**src/design/empirical_quantile_threshold_defines.svh**
```systemverilog
// ----------------------------------------------------------------------------
// empirical quantile threshold: assertion macros
// shared property wrappers, clocked on i_clk, off while i_rst_n is low
// ----------------------------------------------------------------------------
`ifndef EMPIRICAL_QUANTILE_THRESHOLD_DEFINES_SVH
`define EMPIRICAL_QUANTILE_THRESHOLD_DEFINES_SVH

// consequent must hold in the same cycle as the antecedent
`define EQT_ASSERT_IMPL(label, ante, cons, msg) \
    label: assert property (@(posedge i_clk) disable iff (!i_rst_n) (ante) |-> (cons)) \
        else $error(msg);

// consequent must hold in the cycle after the antecedent
`define EQT_ASSERT_NEXT(label, ante, cons, msg) \
    label: assert property (@(posedge i_clk) disable iff (!i_rst_n) (ante) |=> (cons)) \
        else $error(msg);

`endif

```
**src/design/eqt_pkg.sv**
```systemverilog
// ----------------------------------------------------------------------------
// eqt_pkg
// widths, reset values, register indexes and shared types of the
// empirical quantile threshold block
// ----------------------------------------------------------------------------
package eqt_pkg;

    localparam int MAX_SAMPLES_DEF = 1024;

    localparam int HIT_W   = 16;
    localparam int TGT_W   = 16;
    localparam int RATIO_W = 32;
    localparam int CNT_W   = 11;
    localparam int TAIL_W  = 16;
    localparam int RANK_W  = 10;
    localparam int FRAC_W  = 16;
    localparam int QHI_W   = 2;
    localparam int PV_W    = QHI_W + FRAC_W;

    // configuration port
    localparam int CFG_IDX_W  = 1;
    localparam int CFG_DATA_W = 16;
    localparam logic [CFG_IDX_W-1:0] REG_SAMPLE_COUNT  = 1'b0;
    localparam logic [CFG_IDX_W-1:0] REG_TAIL_FRACTION = 1'b1;
    localparam logic [CNT_W-1:0]     SAMPLE_COUNT_RST  = 11'd1024;
    localparam logic [TAIL_W-1:0]    TAIL_FRACTION_RST = 16'd3277;

    localparam logic [RATIO_W-1:0] RATIO_MAX  = 32'hFFFF_FFFF;
    localparam logic [TAIL_W-1:0]  TAIL_ROUND = 16'hFFFF;

    // radix-16 restoring divider
    localparam int DIV_W       = 16;
    localparam int QUOT_W      = 32;
    localparam int DIV_STEP    = 4;
    localparam int RATIO_ITERS = QUOT_W / DIV_STEP;
    localparam int PV_ITERS    = FRAC_W / DIV_STEP;
    localparam int ITER_W      = $clog2(RATIO_ITERS + 1);

    typedef struct packed {
        logic                start;
        logic [DIV_W-1:0]    divisor;
        logic [DIV_W-1:0]    rem;      // starting partial remainder, below divisor
        logic [QUOT_W-1:0]   bits;     // dividend bits shifted in, msb first
        logic [ITER_W-1:0]   iters;
    } t_div_req;

    typedef struct packed {
        logic wr_en;
        logic sort_en;
        logic phase;
        logic inject;
    } t_cell_ctrl;

    // search token moving from the start cell toward cell 0
    typedef struct packed {
        logic                valid;
        logic                found;
        logic [RATIO_W-1:0]  value;
        logic [CNT_W-1:0]    index;
    } t_lane;

endpackage

```
**src/design/eqt_div.sv**
```systemverilog
// ----------------------------------------------------------------------------
// eqt_div
// iterative restoring divider, four quotient bits per cycle, shared by the
// ratio computation and the p-value computation
// ----------------------------------------------------------------------------
`include "empirical_quantile_threshold_defines.svh"

module eqt_div (
    input  logic                         i_clk,
    input  logic                         i_rst_n,
    input  eqt_pkg::t_div_req            i_req,
    output logic                         o_done,
    output logic [eqt_pkg::QUOT_W-1:0]   o_quot
);

    logic                          r_busy;
    logic                          r_done;
    logic [eqt_pkg::ITER_W-1:0]    r_cnt;
    logic [eqt_pkg::DIV_W-1:0]     r_div;
    logic [eqt_pkg::DIV_W-1:0]     r_rem;
    logic [eqt_pkg::QUOT_W-1:0]    r_bits;
    logic [eqt_pkg::QUOT_W-1:0]    r_quot;

    logic [eqt_pkg::DIV_W-1:0]     n_rem;
    logic [eqt_pkg::QUOT_W-1:0]    n_bits;
    logic [eqt_pkg::QUOT_W-1:0]    n_quot;

    always_comb begin
        logic [eqt_pkg::DIV_W:0]    v_trial;
        logic [eqt_pkg::DIV_W-1:0]  v_rem;
        logic [eqt_pkg::QUOT_W-1:0] v_bits;
        logic [eqt_pkg::QUOT_W-1:0] v_quot;
        v_rem  = r_rem;
        v_bits = r_bits;
        v_quot = r_quot;
        for (int k = 0; k < eqt_pkg::DIV_STEP; k++) begin
            v_trial = {v_rem, v_bits[eqt_pkg::QUOT_W-1]};
            v_bits  = {v_bits[eqt_pkg::QUOT_W-2:0], 1'b0};
            if (v_trial >= {1'b0, r_div}) begin
                v_rem  = eqt_pkg::DIV_W'(v_trial - {1'b0, r_div});
                v_quot = {v_quot[eqt_pkg::QUOT_W-2:0], 1'b1};
            end else begin
                v_rem  = v_trial[eqt_pkg::DIV_W-1:0];
                v_quot = {v_quot[eqt_pkg::QUOT_W-2:0], 1'b0};
            end
        end
        n_rem  = v_rem;
        n_bits = v_bits;
        n_quot = v_quot;
    end

    always_ff @(posedge i_clk) begin
        if (!i_rst_n) begin
            r_busy <= 1'b0;
            r_done <= 1'b0;
        end else begin
            r_done <= 1'b0;
            if (i_req.start) begin
                r_busy <= 1'b1;
                r_cnt  <= i_req.iters;
                r_div  <= i_req.divisor;
                r_rem  <= i_req.rem;
                r_bits <= i_req.bits;
                r_quot <= '0;
            end else if (r_busy) begin
                r_rem  <= n_rem;
                r_bits <= n_bits;
                r_quot <= n_quot;
                r_cnt  <= r_cnt - 1'b1;
                if (r_cnt == eqt_pkg::ITER_W'(1)) begin
                    r_busy <= 1'b0;
                    r_done <= 1'b1;
                end
            end
        end
    end

    assign o_done = r_done;
    assign o_quot = r_quot;

    `EQT_ASSERT_IMPL(a_start_when_free, i_req.start, !r_busy, "divider started while busy")
    `EQT_ASSERT_IMPL(a_busy_has_count, r_busy, r_cnt != '0, "divider busy with no steps left")

endmodule

```
**config.mk**
```make
export PLATFORM = sky130hd
export DESIGN_NAME = eqt_div
export DESIGN_NICKNAME = d
export VERILOG_FILES = /design/src/design/eqt_pkg.sv /design/src/design/eqt_div.sv
export VERILOG_INCLUDE_DIRS = /design/src /design/src/design
export SDC_FILE = /design/constraint.sdc
export NUM_CORES = 1
export LEC_CHECK = 0
export BUFFER_PORTS_ARGS = -buffer_cell sky130_fd_sc_hd__buf_2
export CORE_MARGIN = 4
export CORE_UTILIZATION = 60
export CTS_CLUSTER_SIZE = 40
export DETAILED_ROUTE_END_ITERATION = 8
export GPL_TIMING_DRIVEN = 1
export PLACE_DENSITY = 0.82
export SLEW_MARGIN = 20
export SYNTH_ARGS = -nofsm -noshare
export SYNTH_HDL_FRONTEND = slang
export SYNTH_SLANG_ARGS = --single-unit
```
**constraint.sdc**
```tcl
create_clock -name i_clk -period 10 [get_ports i_clk]
set_input_delay 1.5 -clock i_clk [delete_from_list [all_inputs] [get_ports i_clk]]
set_output_delay 1.5 -clock i_clk [all_outputs]
set_load 0.005 [all_outputs]
```
==> results.tsv <==
metric	value	unit
synth.distinct_cells	70	
maxCapViolCount	0	
utilization	0.681	
initialDrtViolationCount	681	
initial_core_util	0.612	
area_growth	11.2	%
ys_warn_count	0	
fill_cells	1021	
worstSetupPathType	reg2reg	
fp.dieH	124	µm
dieWidth	124	µm
finalSetupViolCount	0	
viasPerCell	6.23	
htreeDepth	3	
status	completed	
grt_pass1_vias	6268	
synth-edff-count	100	
cts-root-buf	clkbuf_16	
insertion_delay	0.35	ns
critPathMaxStageDelay	0.46	ns
clock.fmax	104	MHz
hold_class	reg2reg	
synth_top_flop_cell	edfxtp_1	
syn-instance-count	797	
antenna_cells	0	
core	13200	µm²
io_buffers	103	
drcViolationCount	0	
worst_pin_slew	1.07	ns
slew_viol_final	0	
worst_path_max_delay_cell	a2111o_1	
path_max_fanout	16	
drt-total-wl	19900	µm
multiInputGateArea	4650	µm²
layout-drive-gt1-share	0.252	
place_congestion	1.07	
fin_crit	9.60	ns
avgSynthCellArea	10.2	µm²
arrival	9.70	ns
cts_hold_buf	0	
antenna_found_initial	1	
start_kind	register	
max_slew_margin	0.290	
worst_setup_path_end_kind	register	
seq_area	3040	µm²
die_area	15400	µm²
grt_pass1_wl	31400	µm
ant_nets	0	
clk_pin_slew_worst_paths	0.07	ns
fin_skew	0.0138	ns
synth-seq-cells	102	
vias	6592	
syn_nets	938	
wl_per_cell	18.8	µm
clock_path_buffers	2	
crit_family	compound AO/OA/AOI/OAI gates	
crit_required	10.10	ns
mappedNetlistArea	8110	µm²
dr.pass1.iters	5	
cts_tree	done	
ios	104	
hpwl	15300	µm
final_common_cell	buf_2	
grt_max_degree	103	
finalNetCount	1019	
numClockSinks	102	
grt_usage	0.251	
fin_crit_sh	0.960	
synthArstFlopShare	0	
finalHoldViolations	0	
rows	42	
numCtsBuffers	9	
path_buf_inv	4	
gr-total-overflow	0	
layout_common_cells	102 x buf_2, 100 x edfxtp_1, 66 x ha_1, 51 x nand2_1, 49 x mux2_2	
seq_area_frac_synth	0.375	
-- path summary, 6_finish.rpt --
kind / from / to / slack, ns / cells past startpoint
worst max-delay path: r_div[6]$_DFFE_PP_ / r_rem[0]$_DFFE_PP_ / 0.40 / 37
worst min-delay path: r_busy$_SDFF_PN0_ / o_done$_SDFF_PP0_ / 0.46 / 2
worst max register to register: r_div[6]$_DFFE_PP_ / r_rem[0]$_DFFE_PP_ / 0.40 / 37
worst min register to register: r_busy$_SDFF_PN0_ / o_done$_SDFF_PP0_ / 0.46 / 2
-- logic make-up (layout without fill, tap and decap cells) --
logic type / count (synthesis) / after routing / synth area share
compound gates: 205 / 205 / 0.174
xor+xnor: 40 / 40 / 0.0432
fa+ha+maj: 70 / 70 / 0.112
buf+inv: 94 / 178 / 0.0617
flops: 102 / 102 / 0.375
mux: 62 / 62 / 0.0891
simple gates: 224 / 225 / 0.144
-- synthesized netlist by cell type, types with 6 or more instances --
cell	n	share of area
edfxtp_1	100	0.37
clkbuf_1	16	0.0074
nand2b_1	7	0.0054
o21ai_0	38	0.023
nand2_1	51	0.024
and2_1	9	0.0069
xnor2_1	28	0.030
nand3_1	14	0.0086
nor2b_1	36	0.028
ha_1	66	0.10
xor2_1	12	0.013
a31oi_1	7	0.0054
inv_1	40	0.019
o21a_1	25	0.023
a21oi_1	38	0.023
a211oi_1	11	0.010
or3_1	6	0.0046
o211ai_1	9	0.0083
nor2_1	38	0.018
buf_4	28	0.026
a21o_1	19	0.018
mux2_2	49	0.068
nor3_1	19	0.012
o311ai_1	11	0.012
o31ai_1	7	0.0065
mux2i_1	8	0.0099
nand4_1	24	0.019
-- sequential cells by signal, summed over array words and instances, names as in the netlist --
| signal | flops |
|---|---|
| r_bits | 32 |
| r_div | 16 |
| o_quot | 32 |
| o_done | 1 |
| r_cnt | 4 |
| r_busy | 1 |
| r_rem | 16 |
-- worst min-delay path: stages (launching register included) --
cell	delay, ns
dfxtp_1	0.32
nand2_1	0.06
nor3_1	0.04
-- through the flow --
step,TNS [ns],cell area [µm²],instances,setup WS (ns),hold WS (ns)
finish,0,9010,1058,0.401,0.460
global route,-0.0239,9010,1058,-0.0239,0.490
CTS,0,8920,1054,0.0200,0.460
detailed placement,-0.332,8630,1039,-0.0478,0.445
global placement,0,8630,1039,0.127,0.440
floorplan,0,8110,797,0.859,0.415
-- routing by layer --
layer,share of wire,vias to the layer above,GRT usage
met5,0.00035,-,0
met4,0.022,2,0.0729
met3,0.095,53,0.0524
met2,0.47,327,0.407
met1,0.42,3077,0.340
li1,-,3133,-
-- cell type report --
| cell class | instances | area share |
|---|---|---|
| clock buffers | 9 | 0.0250 |
| repair buffers | 122 | 0.0733 |
| flip-flops and latches | 102 | 0.338 |
| clock inverters | 6 | 0.00611 |
| inverters | 41 | 0.0171 |
| well taps | 176 | 0.0244 |
| multi-input cells | 602 | 0.516 |
-- repair_timing --
item | in CTS | in global routing
gates resized for setup | 4 | 17
buffers inserted | 0 | 3
endpoints found under the hold margin | 0 | 0
cloned | 0 | 1
pin swaps | 0 | 1
endpoints found under the setup margin | 17 | 17
Power is left out: the tool's default activity adds up to more than one toggle a clock period on the data nets, which glitch-free logic cannot reach.
