## config.mk

```make
export PLATFORM = sky130hd
export DESIGN_NAME = eqt_cell
export DESIGN_NICKNAME = d
export VERILOG_FILES = /design/src/design/empirical_quantile_threshold_defines.svh /design/src/design/eqt_pkg.sv /design/src/design/eqt_cell.sv
export SDC_FILE = /design/constraint.sdc
export NUM_CORES = 1
export LEC_CHECK = 0
export BUFFER_PORTS_ARGS = -buffer_cell sky130_fd_sc_hd__clkbuf_2
export CAP_MARGIN = 20
export CELL_PAD_IN_SITES_DETAIL_PLACEMENT = 1
export CELL_PAD_IN_SITES_GLOBAL_PLACEMENT = 1
export CORE_MARGIN = 4
export CORE_UTILIZATION = 30
export DETAILED_ROUTE_END_ITERATION = 10
export GPL_TIMING_DRIVEN = 0
export PLACE_DENSITY = 0.82
export SKIP_LAST_GASP = 1
export SYNTH_ARGS = -nofsm -noshare
export SYNTH_HDL_FRONTEND = slang
export SYNTH_SLANG_ARGS = --single-unit
```

## constraint.sdc

```tcl
create_clock -name i_clk -period 5.8 [get_ports i_clk]
set_input_delay 0.58 -clock i_clk [delete_from_list [all_inputs] [get_ports i_clk]]
set_output_delay 0.58 -clock i_clk [all_outputs]
set_load 0.005 [all_outputs]
```

## src/design/empirical_quantile_threshold_defines.svh

```systemverilog
// ----------------------------------------------------------------------------
// empirical quantile threshold: assertion macros
// shared property wrappers, clocked on i_clk, off while i_rst_n is low
// ----------------------------------------------------------------------------
`ifndef EMPIRICAL_QUANTILE_THRESHOLD_DEFINES_SVH
`define EMPIRICAL_QUANTILE_THRESHOLD_DEFINES_SVH

// consequent must hold in the same cycle as the antecedent
`define EQT_ASSERT_IMPL(label, ante, cons, msg) \
    label: assert property (@(posedge i_clk) disable iff (!i_rst_n) (ante) |-> (cons)) \
        else $error(msg);

// consequent must hold in the cycle after the antecedent
`define EQT_ASSERT_NEXT(label, ante, cons, msg) \
    label: assert property (@(posedge i_clk) disable iff (!i_rst_n) (ante) |=> (cons)) \
        else $error(msg);

`endif

```

## src/design/eqt_pkg.sv

```systemverilog
// ----------------------------------------------------------------------------
// eqt_pkg
// widths, reset values, register indexes and shared types of the
// empirical quantile threshold block
// ----------------------------------------------------------------------------
package eqt_pkg;

    localparam int MAX_SAMPLES_DEF = 1024;

    localparam int HIT_W   = 16;
    localparam int TGT_W   = 16;
    localparam int RATIO_W = 32;
    localparam int CNT_W   = 11;
    localparam int TAIL_W  = 16;
    localparam int RANK_W  = 10;
    localparam int FRAC_W  = 16;
    localparam int QHI_W   = 2;
    localparam int PV_W    = QHI_W + FRAC_W;

    // configuration port
    localparam int CFG_IDX_W  = 1;
    localparam int CFG_DATA_W = 16;
    localparam logic [CFG_IDX_W-1:0] REG_SAMPLE_COUNT  = 1'b0;
    localparam logic [CFG_IDX_W-1:0] REG_TAIL_FRACTION = 1'b1;
    localparam logic [CNT_W-1:0]     SAMPLE_COUNT_RST  = 11'd1024;
    localparam logic [TAIL_W-1:0]    TAIL_FRACTION_RST = 16'd3277;

    localparam logic [RATIO_W-1:0] RATIO_MAX  = 32'hFFFF_FFFF;
    localparam logic [TAIL_W-1:0]  TAIL_ROUND = 16'hFFFF;

    // radix-16 restoring divider
    localparam int DIV_W       = 16;
    localparam int QUOT_W      = 32;
    localparam int DIV_STEP    = 4;
    localparam int RATIO_ITERS = QUOT_W / DIV_STEP;
    localparam int PV_ITERS    = FRAC_W / DIV_STEP;
    localparam int ITER_W      = $clog2(RATIO_ITERS + 1);

    typedef struct packed {
        logic                start;
        logic [DIV_W-1:0]    divisor;
        logic [DIV_W-1:0]    rem;      // starting partial remainder, below divisor
        logic [QUOT_W-1:0]   bits;     // dividend bits shifted in, msb first
        logic [ITER_W-1:0]   iters;
    } t_div_req;

    typedef struct packed {
        logic wr_en;
        logic sort_en;
        logic phase;
        logic inject;
    } t_cell_ctrl;

    // search token moving from the start cell toward cell 0
    typedef struct packed {
        logic                valid;
        logic                found;
        logic [RATIO_W-1:0]  value;
        logic [CNT_W-1:0]    index;
    } t_lane;

endpackage

```

## src/design/eqt_cell.sv

```systemverilog
// ----------------------------------------------------------------------------
// eqt_cell
// one storage cell of the ratio chain: holds one ratio, takes part in the
// odd-even transposition sort with its neighbors and forwards the search lane
// ----------------------------------------------------------------------------
module eqt_cell #(
    parameter int IDX    = 0,
    parameter int ADDR_W = 10
) (
    input  logic                          i_clk,
    input  logic                          i_rst_n,
    input  eqt_pkg::t_cell_ctrl           i_ctrl,
    input  logic [ADDR_W-1:0]             i_addr,
    input  logic [eqt_pkg::RATIO_W-1:0]   i_wdata,
    input  logic [eqt_pkg::CNT_W-1:0]     i_n,
    input  logic [eqt_pkg::RATIO_W-1:0]   i_left_value,
    input  logic                          i_left_gt,
    input  logic [eqt_pkg::RATIO_W-1:0]   i_right_value,
    input  logic                          i_right_in_range,
    input  eqt_pkg::t_lane                i_right_lane,
    output logic [eqt_pkg::RATIO_W-1:0]   o_value,
    output logic                          o_gt,
    output logic                          o_in_range,
    output eqt_pkg::t_lane                o_lane
);

    localparam bit IDX_ODD    = ((IDX % 2) == 1);
    localparam bit HAS_LEFT   = (IDX > 0);
    localparam bit IDX_IN_CNT = (IDX < (1 << eqt_pkg::CNT_W));

    logic [eqt_pkg::RATIO_W-1:0] r_value;
    eqt_pkg::t_lane              r_lane;
    eqt_pkg::t_lane              n_lane;

    logic w_hit;
    logic w_gt;
    logic w_in_range;
    logic w_take_right;
    logic w_take_left;
    logic w_stop;

    assign w_hit      = (i_addr == ADDR_W'(IDX));
    assign w_gt       = (r_value > i_right_value);
    assign w_in_range = IDX_IN_CNT && (i_n > eqt_pkg::CNT_W'(IDX));

    // left member of an active pair takes the smaller, right member the larger
    assign w_take_right = i_ctrl.sort_en && (i_ctrl.phase == IDX_ODD)
                          && i_right_in_range && w_gt;
    assign w_take_left  = i_ctrl.sort_en && (i_ctrl.phase != IDX_ODD)
                          && HAS_LEFT && w_in_range && i_left_gt;

    // sorted region: a ratio differing from its lower neighbor ends the run
    assign w_stop = !HAS_LEFT || (r_value != i_left_value);

    always_ff @(posedge i_clk) begin
        if (i_ctrl.wr_en && w_hit) begin
            r_value <= i_wdata;
        end else if (w_take_right) begin
            r_value <= i_right_value;
        end else if (w_take_left) begin
            r_value <= i_left_value;
        end
    end

    always_comb begin
        n_lane = i_right_lane;
        if (i_ctrl.inject && w_hit) begin
            n_lane.valid = 1'b1;
            n_lane.found = 1'b0;
        end
        if (n_lane.valid && !n_lane.found && w_stop) begin
            n_lane.found = 1'b1;
            n_lane.value = r_value;
            n_lane.index = eqt_pkg::CNT_W'(IDX);
        end
    end

    always_ff @(posedge i_clk) begin
        if (!i_rst_n) begin
            r_lane.valid <= 1'b0;
        end else begin
            r_lane <= n_lane;
        end
    end

    assign o_value    = r_value;
    assign o_gt       = w_gt;
    assign o_in_range = w_in_range;
    assign o_lane     = r_lane;

endmodule

```

==> metrics.md <==
| Metric | Value |
|---|---|
| DRT iter0 DRCs | `89` |
| Most used DFF post-synth | `edfxtp_1` |
| Post-CTS setup buffer count | `0` |
| Gate count after technology mapping | `291` |
| CP Max Fanout | `8` |
| Vias | `3234` |
| Cell Area, Synth | `0.004224 mm²` |
| Sequential share of power | `45.9%` |
| Clk sinks | `77` |
| Most common cell in the netlist | `edfxtp_1` |
| Largest net degree at the start of global routing | `46` |
| F_max | `269.7 MHz` |
| Netlist cell types | `30` |
| Arrival time worst endpoint | `3.74 ns` |
| Avg Inst Size Synth | `14.52 µm²` |
| Tot GR Track Use | `15.38%` |
| Resize count post-CTS | `0` |
| Final Critical Period | `3.708 ns` |
| # nets final | `724` |
| Level count of the clock H-tree | `3` |
| Sequential share of the synthesized area | `54.50%` |
| Site row count | `43` |
| Class of the worst hold path | `in -> reg` |
| Worst setup path class | `reg -> reg` |
| Cell count after placement | `690` |
| Fraction of layout cells with a size suffix above 1 | `58.06%` |
| GRT Residual Overflow | `0` |
| Int Power | `1.120 mW` |
| Wirelength per Cell | `17.51 µm` |
| Hold Buf Count CTS | `0` |
| Maximum clock path buffer count | `2` |
| P&R area growth vs syn | `39.43%` |
| Clk network pwr share | `41.2%` |
| WL final | `12.38 mm` |
| Die Span X | `126.7 µm` |
| Critical Path Start Type | `register` |
| Final setup viols | `0` |
| TritonCTS buffer count | `9` |
| Period utilization | `63.94%` |
| Total chip power | `1.422 mW` |
| Top post-synthesis cells by area | `edfxtp_1 (54%), mux2_4 (13%), ha_1 (9.5%)` |
| P_leak | `2.887 nW` |
| Core area | `0.01383 mm²` |
| Top cell type's share of synthesized area | `54.03%` |
| Critical path required time | `5.83 ns` |
| Fill cell count | `1524` |
| VDD IR-drop max | `111.8 µV` |
| First-pass GRT wire length | `19.19 mm` |
| Syn. warnings | `0` |
| Max Transition Viols Final | `0` |
| PD cells | `241.5 mW/mm²` |
| Drt drc | `0` |
| CTS clock-pin slew for the worst setup and hold paths | `0.06 ns` |
| Multi-input logic area | `0.001734 mm²` |
| Slew margin rel. | `44.74%` |
| Later-pin clock latency in the skew report | `0.33 ns` |
| Commonest cells post-synth | `edfxtp_1 (76), mux2_4 (37), inv_1 (33), ha_1 (32), mux2_2 (25)` |
| RSZ-0062 raised after global routing | `false` |
| CTS tree | `done` |
| Yosys reg bits | `77` |
| Largest area contributor in the netlist | `edfxtp_1` |
| Total die area | `0.01604 mm²` |
| Logic pwr share | `12.9%` |
| Synthesized net count | `493` |
| Worst-margin pin slew | `0.8213 ns` |
| Inserted Diodes | `0` |
| Sw power | `0.3028 mW` |
| Vias per inst | `4.574` |
| Async SR Flop Fraction | `0%` |
| Dpl hpwl | `10.36 mm` |
| Fin cells | `707` |
| Post-synth EDFFs | `76` |
| CTS root buf | `clkbuf_16` |
| Starting Density | `30.55%` |
| Max_cap viols | `0` |
| Routability cong. | `0.7783` |
| Setup crit end kind | `register` |
| DIE HEIGHT | `126.7 µm` |
| Status | `complete, no violations` |
| Fin. Hold Viols | `0` |
| First drt pass iteration count | `4` |
| Antenna violations before repair | `0` |
| Switch share | `21.29%` |
| Register area | `0.002302 mm²` |
| Clk_skew | `0.006009 ns` |
| Ports | `249` |
| Port buffer count | `215` |
| Routed Antenna Nets | `0` |
| Vias in the first global route | `3710` |
## cell usage in the layout, fill, tap and decap left out, types with 2 or more instances in the layout
| cell type | n |
|---|---|
| mux2_4 | 37 |
| nand3_1 | 5 |
| nor4_1 | 4 |
| clkbuf_16 | 9 |
| a221o_1 | 2 |
| clkinv_1 | 2 |
| clkbuf_2 | 215 |
| nor3_1 | 2 |
| edfxtp_1 | 76 |
| nor2_1 | 4 |
| mux2_2 | 25 |
| buf_6 | 6 |
| bufinv_16 | 2 |
| clkinv_2 | 2 |
| a211o_1 | 2 |
| nand2_1 | 10 |
| nand4_1 | 6 |
| nor2b_1 | 2 |
| o21ai_0 | 5 |
| buf_4 | 4 |
| ha_1 | 32 |
| and2_1 | 11 |
| clkbuf_1 | 2 |
| a21o_1 | 2 |
| a21oi_1 | 16 |
| inv_1 | 33 |
## worst max-delay path: stages (launching register included)
cell      delay (ns)
edfxtp_1        0.44
ha_1            0.35
nand4_1         0.17
nor4_1          0.76
a211o_1         0.28
a21oi_1         0.12
o41ai_2         0.77
buf_4           0.30
buf_4           0.20
## state kept, by name (all words and copies together) (netlist names)
register  flops
o_lane       45
o_value      32
## worst paths after layout
path	startpoint	endpoint	slack [ns]	cells past startpoint
worst max-delay path	o_value[11]$_DFFE_PP_	o_value[0]$_DFFE_PP_	2.09	8
worst min-delay path	i_right_lane[44]	o_lane[44]$_SDFF_PN0_	0.52	3
worst max register to register	o_value[11]$_DFFE_PP_	o_value[0]$_DFFE_PP_	2.09	8
worst min register to register	o_value[6]$_DFFE_PP_	o_lane[17]$_DFFE_PP_	0.62	1
## through the flow
stage | instance area (µm²) | TNS (ns) | hold WS [ns] | utilization, % | setup WS, ns
2_1_floorplan | 4224 | 0 | 0.6074 | - | 0.3153
3_3_place_gp | 5525 | -83.72 | 0.6032 | 39.96 | -2.619
3_5_place_dp | 5563 | 0 | 0.6109 | 40.23 | 1.722
4_1_cts | 5869 | 0 | 0.5128 | 42.45 | 1.993
5_1_grt | 5889 | 0 | 0.5232 | 42.59 | 1.839
6_report | 5889 | 0 | 0.5209 | 42.59 | 2.092
## cells by family (layout without fill, tap and decap cells)
| logic type | after synthesis | count (layout) | synth area share (%) |
|---|---|---|---|
| multiplexers | 63 | 63 | 20.08 |
| buffers and inverters | 40 | 276 | 4.621 |
| adder cells (fa/ha/maj) | 32 | 32 | 9.479 |
| AO/OA/AOI/OAI | 29 | 29 | 4.325 |
| flip-flops | 77 | 77 | 54.50 |
| AND/OR/NAND/NOR | 50 | 50 | 6.991 |
## area by class of cell
| cell class | count | area share [%] |
|---|---|---|
| Buffer | 7 | 1.211 |
| Inverter | 33 | 2.103 |
| Timing Repair Buffer | 220 | 19.12 |
| Sequential cell | 77 | 39.09 |
| Tap cell | 180 | 3.824 |
| Multi-Input combinational cell | 174 | 29.45 |
| Clock inverter | 6 | 1.317 |
| Clock buffer | 10 | 3.888 |
## power groups by stage
| stage | logic, mW | registers [mW] | clock network [mW] |
|---|---|---|---|
| 2_1_floorplan | 0.0785 | 0.667 | 0 |
| 3_3_place_gp | 0.176 | 0.664 | 0 |
| 3_5_place_dp | 0.185 | 0.665 | 0 |
| 4_1_cts | 0.187 | 0.653 | 0.607 |
| 5_1_grt | 0.204 | 0.655 | 0.632 |
| 6_report | 0.184 | 0.652 | 0.586 |
## layer usage
layer	vias up	wire [µm]	global-route usage, %
met5	-	0	0
met4	0	293	6.183
met3	20	807	4.084
met2	127	6534	28.39
met1	1533	4747	16.60
li1	1554	-	-
(Power assumes the default switching activity.)
